**src/hw/rtl/ghp_pkg.sv**
```systemverilog
package ghp_pkg;

  localparam int FRAC_BITS = 16;
  localparam int COEF_SHIFT = 28;
  localparam int INTEG_MAX = ((3 << FRAC_BITS) + 5) / 10;
  localparam int CORR_MAX = ((15 << FRAC_BITS) + 50) / 100;

  localparam logic signed [32:0] COEF_B0 = 33'sd5390989;
  localparam logic signed [32:0] COEF_B1 = 33'sd10782247;
  localparam logic signed [32:0] COEF_B2 = 33'sd5390989;
  localparam logic signed [32:0] COEF_NEG_A1 = 33'sd419032579;
  localparam logic signed [32:0] COEF_NEG_A2 = -33'sd172161617;
  localparam logic signed [32:0] HEAD_K = 33'sd749613;
  localparam logic signed [32:0] DT_K = 33'sd42949673;
  localparam logic signed [32:0] INV_DT = 33'sd100;

  localparam logic [2:0] REG_RATE_KP = 3'd0;
  localparam logic [2:0] REG_RATE_KI = 3'd1;
  localparam logic [2:0] REG_RATE_KD = 3'd2;
  localparam logic [2:0] REG_LOCK_KP = 3'd3;
  localparam logic [2:0] REG_LOCK_KI = 3'd4;
  localparam logic [2:0] REG_RATE_OFFSET = 3'd5;
  localparam logic [2:0] REG_LOCK_MODE = 3'd6;

  localparam logic signed [23:0] LOCK_KP_RESET = 24'sd131072;
  localparam logic signed [23:0] LOCK_KI_RESET = 24'sd3277;

  typedef struct packed {
    logic action;
    logic signed [31:0] yaw_rate_in;
  } sample_t;

  typedef struct packed {
    logic signed [14:0] correction;
    logic signed [31:0] filtered_rate;
    logic signed [31:0] heading_angle;
  } result_t;

  typedef struct packed {
    logic signed [23:0] rate_kp;
    logic signed [23:0] rate_ki;
    logic signed [23:0] rate_kd;
    logic signed [23:0] lock_kp;
    logic signed [23:0] lock_ki;
    logic signed [31:0] rate_offset;
    logic lock_mode;
  } cfg_t;

  function automatic logic signed [31:0] sat32(input logic signed [65:0] v);
    if (v > 66'sd2147483647) begin
      return 32'sh7fffffff;
    end else if (v < -66'sd2147483648) begin
      return 32'sh80000000;
    end
    return v[31:0];
  endfunction

  function automatic logic signed [65:0] round_shift(input logic signed [65:0] v,
                                                      input int n);
    logic signed [65:0] half;
    half = 66'sd1 <<< (n - 1);
    return (v + half) >>> n;
  endfunction

endpackage

```
**src/hw/rtl/ghp_regs.sv**
```systemverilog
module ghp_regs (
  input  logic              clk,
  input  logic              rst,
  input  logic              psel,
  input  logic              penable,
  input  logic              pwrite,
  input  logic [4:0]        paddr,
  input  logic [31:0]       pwdata,
  output logic [31:0]       prdata,
  output logic              pready,
  output ghp_pkg::cfg_t     cfg
);

  logic wr;
  assign wr = psel && penable && pwrite;
  assign pready = 1'b1;

  always_ff @(posedge clk) begin
    if (rst) begin
      cfg.rate_kp <= '0;
      cfg.rate_ki <= '0;
      cfg.rate_kd <= '0;
      cfg.lock_kp <= ghp_pkg::LOCK_KP_RESET;
      cfg.lock_ki <= ghp_pkg::LOCK_KI_RESET;
      cfg.rate_offset <= '0;
      cfg.lock_mode <= 1'b0;
    end else if (wr) begin
      unique case (paddr[4:2])
        ghp_pkg::REG_RATE_KP: cfg.rate_kp <= pwdata[23:0];
        ghp_pkg::REG_RATE_KI: cfg.rate_ki <= pwdata[23:0];
        ghp_pkg::REG_RATE_KD: cfg.rate_kd <= pwdata[23:0];
        ghp_pkg::REG_LOCK_KP: cfg.lock_kp <= pwdata[23:0];
        ghp_pkg::REG_LOCK_KI: cfg.lock_ki <= pwdata[23:0];
        ghp_pkg::REG_RATE_OFFSET: cfg.rate_offset <= pwdata;
        ghp_pkg::REG_LOCK_MODE: cfg.lock_mode <= pwdata[0];
        default: ;
      endcase
    end
  end

  always_comb begin
    unique case (paddr[4:2])
      ghp_pkg::REG_RATE_KP: prdata = {8'd0, cfg.rate_kp};
      ghp_pkg::REG_RATE_KI: prdata = {8'd0, cfg.rate_ki};
      ghp_pkg::REG_RATE_KD: prdata = {8'd0, cfg.rate_kd};
      ghp_pkg::REG_LOCK_KP: prdata = {8'd0, cfg.lock_kp};
      ghp_pkg::REG_LOCK_KI: prdata = {8'd0, cfg.lock_ki};
      ghp_pkg::REG_RATE_OFFSET: prdata = cfg.rate_offset;
      ghp_pkg::REG_LOCK_MODE: prdata = {31'd0, cfg.lock_mode};
      default: prdata = '0;
    endcase
  end

endmodule

```
**src/hw/rtl/ghp_mul.sv**
```systemverilog
module ghp_mul (
  input  logic                clk,
  input  logic signed [32:0]  a,
  input  logic signed [32:0]  b,
  output logic signed [65:0]  prod
);

  always_ff @(posedge clk) begin
    prod <= a * b;
  end

endmodule

```
**src/hw/rtl/ghp_core.sv**
```systemverilog
module ghp_core (
  input  logic                clk,
  input  logic                rst,
  input  ghp_pkg::cfg_t       cfg,
  input  logic                sample_valid,
  output logic                sample_stall,
  input  ghp_pkg::sample_t    sample,
  output logic                result_valid,
  input  logic                result_stall,
  output ghp_pkg::result_t    result,
  output logic signed [32:0]  mul_a,
  output logic signed [32:0]  mul_b,
  input  logic signed [65:0]  prod
);

  localparam logic [2:0] S_IDLE = 3'd0;
  localparam logic [2:0] S_SUB  = 3'd1;
  localparam logic [2:0] S_MUL  = 3'd2;
  localparam logic [2:0] S_ACC  = 3'd3;
  localparam logic [2:0] S_FILT = 3'd4;
  localparam logic [2:0] S_CORR = 3'd5;
  localparam logic [2:0] S_OUT  = 3'd6;

  localparam logic [3:0] OP_B0   = 4'd0;
  localparam logic [3:0] OP_B1   = 4'd1;
  localparam logic [3:0] OP_B2   = 4'd2;
  localparam logic [3:0] OP_A1   = 4'd3;
  localparam logic [3:0] OP_A2   = 4'd4;
  localparam logic [3:0] OP_HEAD = 4'd5;
  localparam logic [3:0] OP_INTG = 4'd6;
  localparam logic [3:0] OP_KD   = 4'd7;
  localparam logic [3:0] OP_P    = 4'd8;
  localparam logic [3:0] OP_I    = 4'd9;
  localparam logic [3:0] OP_D    = 4'd10;

  localparam logic signed [65:0] INTEG_LIM = 66'(ghp_pkg::INTEG_MAX);
  localparam logic signed [65:0] CORR_LIM = 66'(ghp_pkg::CORR_MAX);

  logic [2:0] state;
  logic [3:0] op;
  logic signed [31:0] yaw;
  logic signed [31:0] x, h0, h1, y0, y1;
  logic signed [31:0] heading;
  logic signed [17:0] integ;
  logic signed [31:0] last_err;
  logic signed [32:0] diff;
  logic signed [30:0] kd100;
  logic signed [65:0] acc;
  logic signed [14:0] corr;

  logic signed [31:0] err;
  logic signed [23:0] kp_sel, ki_sel, kd_sel;
  logic signed [65:0] prod_sum;
  logic signed [65:0] head_sum;
  logic signed [65:0] integ_sum;
  logic signed [65:0] filt_rnd;
  logic signed [65:0] corr_rnd;

  assign sample_stall = rst || (state != S_IDLE);

  always_comb begin
    err = cfg.lock_mode ? ghp_pkg::sat32(-66'(heading)) : y0;
    kp_sel = cfg.lock_mode ? cfg.lock_kp : cfg.rate_kp;
    ki_sel = cfg.lock_mode ? cfg.lock_ki : cfg.rate_ki;
    kd_sel = cfg.lock_mode ? 24'sd0 : cfg.rate_kd;
    prod_sum = acc + prod;
    head_sum = 66'(heading) - ghp_pkg::round_shift(prod, 32);
    integ_sum = 66'(integ) + ghp_pkg::round_shift(prod, 32);
    if (integ_sum > INTEG_LIM) begin
      integ_sum = INTEG_LIM;
    end else if (integ_sum < -INTEG_LIM) begin
      integ_sum = -INTEG_LIM;
    end
    filt_rnd = ghp_pkg::round_shift(acc, ghp_pkg::COEF_SHIFT);
    corr_rnd = ghp_pkg::round_shift(acc, ghp_pkg::FRAC_BITS);
    if (corr_rnd > CORR_LIM) begin
      corr_rnd = CORR_LIM;
    end else if (corr_rnd < -CORR_LIM) begin
      corr_rnd = -CORR_LIM;
    end
  end

  always_comb begin
    case (op)
      OP_B0: begin
        mul_a = ghp_pkg::COEF_B0;
        mul_b = 33'(x);
      end
      OP_B1: begin
        mul_a = ghp_pkg::COEF_B1;
        mul_b = 33'(h0);
      end
      OP_B2: begin
        mul_a = ghp_pkg::COEF_B2;
        mul_b = 33'(h1);
      end
      OP_A1: begin
        mul_a = ghp_pkg::COEF_NEG_A1;
        mul_b = 33'(y0);
      end
      OP_A2: begin
        mul_a = ghp_pkg::COEF_NEG_A2;
        mul_b = 33'(y1);
      end
      OP_HEAD: begin
        mul_a = 33'(y0);
        mul_b = ghp_pkg::HEAD_K;
      end
      OP_INTG: begin
        mul_a = 33'(err);
        mul_b = ghp_pkg::DT_K;
      end
      OP_KD: begin
        mul_a = 33'(kd_sel);
        mul_b = ghp_pkg::INV_DT;
      end
      OP_P: begin
        mul_a = 33'(kp_sel);
        mul_b = 33'(err);
      end
      OP_I: begin
        mul_a = 33'(ki_sel);
        mul_b = 33'(integ);
      end
      OP_D: begin
        mul_a = 33'(kd100);
        mul_b = diff;
      end
      default: begin
        mul_a = '0;
        mul_b = '0;
      end
    endcase
  end

  always_ff @(posedge clk) begin
    if (rst) begin
      state <= S_IDLE;
      op <= OP_B0;
      result_valid <= 1'b0;
      h0 <= '0;
      h1 <= '0;
      y0 <= '0;
      y1 <= '0;
      heading <= '0;
      integ <= '0;
      last_err <= '0;
    end else begin
      if (result_valid && !result_stall && state != S_OUT) begin
        result_valid <= 1'b0;
      end
      unique case (state)
        S_IDLE: begin
          if (sample_valid) begin
            if (sample.action) begin
              heading <= '0;
              integ <= '0;
              last_err <= '0;
              corr <= '0;
              state <= S_OUT;
            end else begin
              yaw <= sample.yaw_rate_in;
              state <= S_SUB;
            end
          end
        end
        S_SUB: begin
          x <= ghp_pkg::sat32(66'(yaw) - 66'(cfg.rate_offset));
          acc <= '0;
          op <= OP_B0;
          state <= S_MUL;
        end
        S_MUL: begin
          state <= S_ACC;
        end
        S_ACC: begin
          op <= op + 4'd1;
          case (op)
            OP_A2: begin
              acc <= prod_sum;
              state <= S_FILT;
            end
            OP_HEAD: begin
              heading <= ghp_pkg::sat32(head_sum);
              state <= S_MUL;
            end
            OP_INTG: begin
              integ <= integ_sum[17:0];
              diff <= 33'(err) - 33'(last_err);
              last_err <= err;
              state <= S_MUL;
            end
            OP_KD: begin
              kd100 <= prod[30:0];
              acc <= '0;
              state <= S_MUL;
            end
            OP_D: begin
              acc <= prod_sum;
              state <= S_CORR;
            end
            default: begin
              acc <= prod_sum;
              state <= S_MUL;
            end
          endcase
        end
        S_FILT: begin
          h1 <= h0;
          h0 <= x;
          y1 <= y0;
          y0 <= ghp_pkg::sat32(filt_rnd);
          state <= S_MUL;
        end
        S_CORR: begin
          corr <= corr_rnd[14:0];
          state <= S_OUT;
        end
        S_OUT: begin
          if (!result_valid || !result_stall) begin
            result_valid <= 1'b1;
            result.correction <= corr;
            result.filtered_rate <= y0;
            result.heading_angle <= heading;
            state <= S_IDLE;
          end
        end
        default: state <= S_IDLE;
      endcase
    end
  end

endmodule

```
**src/hw/rtl/gyro_heading_pid.sv**
```systemverilog
// Yaw-rate filter, heading integrator and PID steering corrector. A sample
// word is taken only while sample_stall is low; a process word then goes
// from acceptance to a result through offset subtract, eleven
// multiply-accumulate steps on one shared 33x33 multiplier, filter
// rounding, correction rounding and output, and a clear word goes straight
// to output. The next word is taken in the cycle after its
// result is loaded into the output register; while a result is held, one
// further word is taken and computed and then waits for the output
// register. Registers sit on an APB port at byte offsets
// 4*i and should be written only while the block is idle; issue a clear
// word after changing gains or mode.
module gyro_heading_pid (
  input  logic              clk,
  input  logic              rst,
  input  logic              sample_valid,
  output logic              sample_stall,
  input  ghp_pkg::sample_t  sample,
  output logic              result_valid,
  input  logic              result_stall,
  output ghp_pkg::result_t  result,
  input  logic              psel,
  input  logic              penable,
  input  logic              pwrite,
  input  logic [4:0]        paddr,
  input  logic [31:0]       pwdata,
  output logic [31:0]       prdata,
  output logic              pready
);

  ghp_pkg::cfg_t cfg;
  logic signed [32:0] mul_a, mul_b;
  logic signed [65:0] prod;

  ghp_regs u_regs (
    .clk(clk), .rst(rst), .psel(psel), .penable(penable), .pwrite(pwrite),
    .paddr(paddr), .pwdata(pwdata), .prdata(prdata), .pready(pready), .cfg(cfg)
  );

  ghp_mul u_mul (
    .clk(clk), .a(mul_a), .b(mul_b), .prod(prod)
  );

  ghp_core u_core (
    .clk(clk), .rst(rst), .cfg(cfg),
    .sample_valid(sample_valid), .sample_stall(sample_stall), .sample(sample),
    .result_valid(result_valid), .result_stall(result_stall), .result(result),
    .mul_a(mul_a), .mul_b(mul_b), .prod(prod)
  );

endmodule

```
**config.mk**
```make
export PLATFORM = sky130hd
export DESIGN_NAME = gyro_heading_pid
export DESIGN_NICKNAME = d
export VERILOG_FILES = /design/src/hw/rtl/ghp_pkg.sv /design/src/hw/rtl/ghp_regs.sv /design/src/hw/rtl/ghp_mul.sv /design/src/hw/rtl/ghp_core.sv /design/src/hw/rtl/gyro_heading_pid.sv
export SDC_FILE = /design/constraint.sdc
export NUM_CORES = 2
export LEC_CHECK = 0
export BUFFER_PORTS_ARGS = -buffer_cell sky130_fd_sc_hd__buf_2
export CORE_MARGIN = 10
export CORE_UTILIZATION = 40
export CTS_CLUSTER_DIAMETER = 40
export DETAILED_ROUTE_END_ITERATION = 8
export PLACE_DENSITY_LB_ADDON = 0.1
export SYNTH_ARGS = -nofsm -noshare
export SYNTH_HDL_FRONTEND = slang
export SYNTH_SLANG_ARGS = --single-unit
export TNS_END_PERCENT = 50
```
**constraint.sdc**
```tcl
create_clock -name clk -period 26.9 [get_ports clk]
set_input_delay 2.69 -clock clk [delete_from_list [all_inputs] [get_ports clk]]
set_output_delay 2.69 -clock clk [all_outputs]
set_load 0.01 [all_outputs]
```
---- Yosys cells after proc, flatten, opt, wreduce, memory -nomap -nowiden ----
Index checks and enable logic that the tools add are counted.
word-level totals
  bits in registers ....................... 725
  bits in latches ......................... 0
  memory bits (writable) .................. 0
  ROM bits ................................ 0
  input bits .............................. 77
  memories kept ........................... 0
operators by class
  add/subtract/negate cells ............... 10
  $mul .................................... 1
  div/mod/pow operators ................... 0
  $lt $le $gt $ge ......................... 12
  equal/unequal tests ..................... 29
  shift-type cells ........................ 0
  muxes and demuxes ....................... 62
  bitwise operators ....................... 2
  reduce and logical (&&, ||, !) cells .... 35
operator list
  operator                                                                count
  32-bit two-way mux                                                      17
  33-bit case mux with 11 select lines                                    1
  33-bit case mux with 10 select lines                                    1
  66-bit case mux with 2 select lines                                     2
  32-bit case mux with 7 select lines                                     1
  66-bit by 32-bit > comparator with 1-bit output, second input constant  3
  66-bit by 32-bit < comparator with 1-bit output, second input constant  3
  32-bit case mux with 2 select lines                                     2
  18-bit two-way mux                                                      5
  24-bit two-way mux                                                      3
  66-bit by 17-bit adder with 66-bit output, second input constant        1
  66-bit by 29-bit adder with 66-bit output, second input constant        1
  66-bit by 33-bit adder with 66-bit output, second input constant        1
  66-bit adder                                                            1
  33-bit by 33-bit multiplier with 66-bit output                          1
  32-bit negator with 66-bit output                                       1
  32-bit by 32-bit subtractor with 33-bit output                          2
  15-bit two-way mux                                                      4
  50-bit by 15-bit > comparator with 1-bit output, second input constant  1
  50-bit by 15-bit < comparator with 1-bit output, second input constant  1
  38-bit by 32-bit > comparator with 1-bit output, second input constant  1
  38-bit by 32-bit < comparator with 1-bit output, second input constant  1
  18-bit case mux with 2 select lines                                     1
  18-bit by 34-bit adder with 35-bit output                               1
  other kinds (32)                                                        95

---- Longest topological paths before layout ----
  word-level depth ........................ 11
  mapped depth ............................ 51

---- Modules after synthesis ----
Synthesis repeated with hierarchy kept, for this count alone.
second synthesis, totals
  cell total of the unflattened synthesis .. 9,174
  area total of the unflattened synthesis .. 82,761.9 um^2
modules (own cells, without submodules)
  module    times used  cells an instance  area each (um^2)  sequential area each (um^2)
  ghp_mul   1           4,245              39,987.1          1,321.3
  ghp_core  1           4,191              35,385.2          13,012.5
  ghp_regs  1           738                7,389.6           3,062.9

---- Worst setup path after synthesis ----
No wires, ideal clock.
  path kind ............................... register -> register
  from .................................... register u_core.heading[1]
  to ...................................... register u_mul.prod[64]
  library setup time ...................... 0.072 ns
  arrival time ............................ 11.345 ns
  setup slack ............................. 15.483 ns
  cell stages (with the launch flop) ...... 44
  clock period less this slack ............ 11.417 ns
  path through ............................ dfxtp_1 > inv_1 > ha_1 > nor3b_1 > nor3b_4 > nand2_1 > or4_1 > buf_2 > nor3_4 > nand2_1 > ha_1 > nor2_1 > nand3_1 > o21ai_1 > buf_2 > buf_4 > nand2_1 > a21oi_2 > [8 not listed] > fa_1 > fa_1 > inv_1 > fa_1 > fa_1 > inv_1 > ha_1 > and3_1 > a221oi_1 > nand2_1 > a21o_1 > a21o_1 > a21oi_1 > o21ai_0 > a22oi_1 > o21ai_0 > a21oi_1 > xnor2_1
between the ends
  longest elaborated chain between the ends .. 8
  elaborated cells on any way between the ends .. 11
  classes of those cells .................. add/sub (1); mul (1); order compare (2); mux (7)
RTL lines
  element                                                                                       RTL line         text
  from (decl)                                                                                   ghp_core.sv:43   logic signed [31:0] heading;
  from (signal assigned)                                                                        ghp_core.sv:184  heading <= ghp_pkg::sat32(head_sum);
  32-bit negator with 66-bit output *                                                           ghp_core.sv:62   err = cfg.lock_mode ? ghp_pkg::sat32(-66'(heading)) : y0;
  66-bit by 32-bit < comparator with 1-bit output                                               ghp_pkg.sv:52    end else if (v < -66'sd2147483648) begin
  1-bit two-way mux                                                                             ghp_pkg.sv:52
  1-bit two-way mux                                                                             ghp_pkg.sv:50    if (v > 66'sd2147483647) begin
  32-bit two-way mux *                                                                          ghp_pkg.sv:55    return v[31:0];
  32-bit two-way mux *                                                                          ghp_core.sv:62
  33-bit case mux with 11 select lines or 33-bit case mux with 10 select lines (tied branches)  ghp_core.sv:84   case (op)
  33-bit by 33-bit multiplier with 66-bit output *                                              ghp_mul.sv:9     prod <= a * b;
  to (signal assigned)                                                                          ghp_mul.sv:9
  to (decl)                                                                                     ghp_mul.sv:5     output logic signed [65:0] prod
Mark *: on every way between the ends. The rest lies on a longest branch, timed or not.
A chain may end at the register's enable or synchronous reset.

---- Worst setup path in the final report ----
Ends and elaborated chain as after synthesis.

==> flow_summary.toml <==
[outcome]
outcome = "finished, final reports clean"

[routing]
drt-wirelength-per-cell_um = 26.5
drt-initial-drc-count = 6298
dr.pass1.iters = 8
ant_nets = 0
num_vias = 67439
avgViaCountPerCell = 5.65
drc = 0
wl_um = 316000

[final_layout]
fillers = 19406
fin_nets = 10797
final_util_pct = 44.8
drive_gt1_share_pct = 8.23
final_cell_area_sq_um = 88400
area_growth_pct = 11.2

[setup_path]
ff2ff_path_depth = 46
crit_arrival_ns = 14.87
required_ns = 27.59
cp-end-kind = "flop"
timing.critical_path.slowest_cell_delay_ns = 0.68
critPathKind = "flop to flop"
r2r-end = "u_mul.prod[64]"
rrSetupSlack_ns = 12.73
rr_startpoint = "u_core.heading[1]"
crit_top_cell = "fa_1"
startpoint_type = "flop"
slowest_stage = "o21a_1"
crit_fanout = 27

[global_route]
grt_pass1_wl_um = 463000
grt_max_degree = 99
grt_pass1_vias = 69305
antenna_found_initial = 19
track_usage_pct = 28.6
grt-ovfl-total = 0

[flow_run]
cap_viol_max_count = 0

[synthesis]
synth_top_area_share_pct = 28.4
netlist_top_cells_area = "fa_1, dfxtp_1, edfxtp_1"
synth-seq-area-share_pct = 21.9
synth_fp_nets = 10742
synth.most_common_cell = "nand2_1"
synth_ff_type = "dfxtp_1"
postSynthAreaPerCell_sq_um = 8.73
synth_edf_count = 288
yosys_warnings = 0
syn_inst = 9114
netlist_top_cells_count = "nand2_1, inv_1, fa_1"
synth_top_cell_by_area = "fa_1"
ys_seq_elements = 725
syn_area_sq_um = 79600
yosysUniqueCellTypes = 94
synthArstFlopShare_pct = 0

[timing]
drv_slew = 0
finalHoldViolations = 0
min_period_ns = 14.17
post-route-period-util_pct = 52.7
tightestPinTransition_ns = 1.34
setup_viol = 0
setup_ws_ns = 12.73
fmax_mhz = 70.5
tns_ns = 0
rsz0062_at_grt = "no"
slew_headroom_pct = 10.4
finClkSkew_ns = 0.0470

[cts]
postCtsSetupRepairBufs = 0
path_clk_slew_ns = 0.06
clock_sinks = 725
root_buffer = "clkbuf_16"
cts_resized = 0
clock_latency_ns = 0.78
clock_path_buffers = 3
cts_buffers = 135
cts_tree = "done"
postCtsHoldBufs = 0
htreeDepth = 4

[worst_hold_path]
hp-class = "flop to flop"
worstHoldStart = "u_core.corr[3]"
worstHoldEndpoint = "u_core.result[67]"
whs_path_depth = 0

[floorplanning]
start_util_pct = 40.3
die_x_um = 466
ios = 191
die_h_um = 466
rows = 163
dieArea_sq_um = 217000
core_area_sq_um = 198000

[place]
post_dp_cell_area_sq_um = 83700
io_buffers = 187
dp_slack_ns = 12.78
place_congestion = 0.945
dpl.hpwl_um = 239000

[power_and_ir_drop]
leakagePower_nw = 40.0
ir_drop_mv = 0.193
power_density_nw_per_um2 = 126
layout by cell type (no fill, tap or decap), types with 21 or more instances in the layout:
cell	synthesis	routed
a211o_1	23	21
a211oi_1	43	40
a21o_1	156	152
a21oi_1	611	596
a21oi_2	20	30
a221o_1	23	23
a221oi_1	62	62
a222oi_1	34	34
a22o_1	37	37
a22oi_1	162	162
a31oi_1	37	37
and2_1	85	82
and3_1	76	75
buf_2	120	186
buf_4	10	205
clkbuf_16	0	139
dfxtp_1	437	436
edfxtp_1	288	288
fa_1	1127	1127
ha_1	424	424
inv_1	1372	1372
nand2_1	1456	1456
nand2b_1	64	64
nand3_1	142	140
nand4_1	62	62
nor2_1	786	783
nor2b_1	50	48
nor3_1	110	105
o21a_1	44	44
o21ai_0	186	185
o21bai_1	28	27
or2_2	21	21
xnor2_1	221	221
xor2_1	135	135
layout make-up:
type	count	area (sq um)	area share [%]
multi-input combinational	6541	55400	62.6
sequential	725	17400	19.7
inverter	1374	5160	5.83
clock buffer	165	3680	4.16
tap	2640	3300	3.73
timing repair buffer	392	2480	2.81
clock inverter	85	1050	1.19
antenna	11	27.5	0.0311
critical path: cells and delay by family (launching register included):
| family | cells | cell delay (ns) |
|---|---|---|
| AOI/OAI and AO/OA | 13 | 4.20 |
| xor gates and xnor gates | 1 | 0.13 |
| adders and majority gates | 11 | 5.00 |
| buffers and inverters | 10 | 1.62 |
| DFF | 1 | 0.36 |
| and+or+nand+nor | 11 | 2.70 |
registers in the layout, indices dropped and copies added, names as in the netlist, 4 cells and up:
register and cells:
u_regs.cfg 153, u_core.op 4, u_core.y1 32, u_mul.prod 66, u_core.acc 66, u_core.y0 32
u_core.diff 33, u_core.last_err 32, u_core.integ 18, u_core.heading 32, u_core.kd100 31, u_core.result 79
u_core.yaw 32, u_core.h1 32, u_core.h0 32, u_core.corr 15, u_core.x 32
worst max-delay path by stage:
stage / start / end / slack [ns] / cells past startpoint
2_1_floorplan: u_core.heading[1] / u_mul.prod[64] / 15.48 / 43
3_3_place_gp: u_core.heading[1] / u_mul.prod[64] / 12.83 / 43
3_5_place_dp: u_core.heading[1] / u_mul.prod[64] / 12.78 / 42
4_1_cts: u_core.heading[1] / u_mul.prod[64] / 12.70 / 43
5_1_grt: u_core.heading[1] / u_mul.prod[64] / 12.12 / 45
6_report: u_core.heading[1] / u_mul.prod[64] / 12.73 / 46
per-layer routing:
layer / vias to the layer above / global-route usage, % / wire length (um)
met5: - / 0 / 71
met3: 644 / 7.97 / 31100
met4: 10 / 11.6 / 14700
li1: 29762 / - / -
met1: 34228 / 37.4 / 130000
met2: 2795 / 44.8 / 140000
stage by stage:
stage	cells	hold slack, ns	power (mW)
after floorplan	9114	0.400	6.92
after global placement	11672	0.405	9.34
after detailed placement	11672	0.406	9.33
after CTS	11922	0.425	11.2
after global routing	11924	0.439	12.2
final	11933	0.420	11.1
where the power goes:
part,leakage (nW),switching (mW),internal [mW]
Combinational,31.5,4.85,3.00
Clock,2.30,0.663,1.12
Sequential,6.20,0.189,1.33
cells by family after synthesis:
family / after synthesis / share of synthesized area (%)
other cells: 1 / 0.00471
mux: 22 / 0.288
compound gates: 1650 / 13.8
xor+xnor: 356 / 3.92
buf+inv: 1848 / 8.99
fa+ha+maj: 1556 / 35.1
flops: 725 / 21.9
simple gates: 2956 / 16.0
Note: power is estimated with default switching activity, not from simulation.
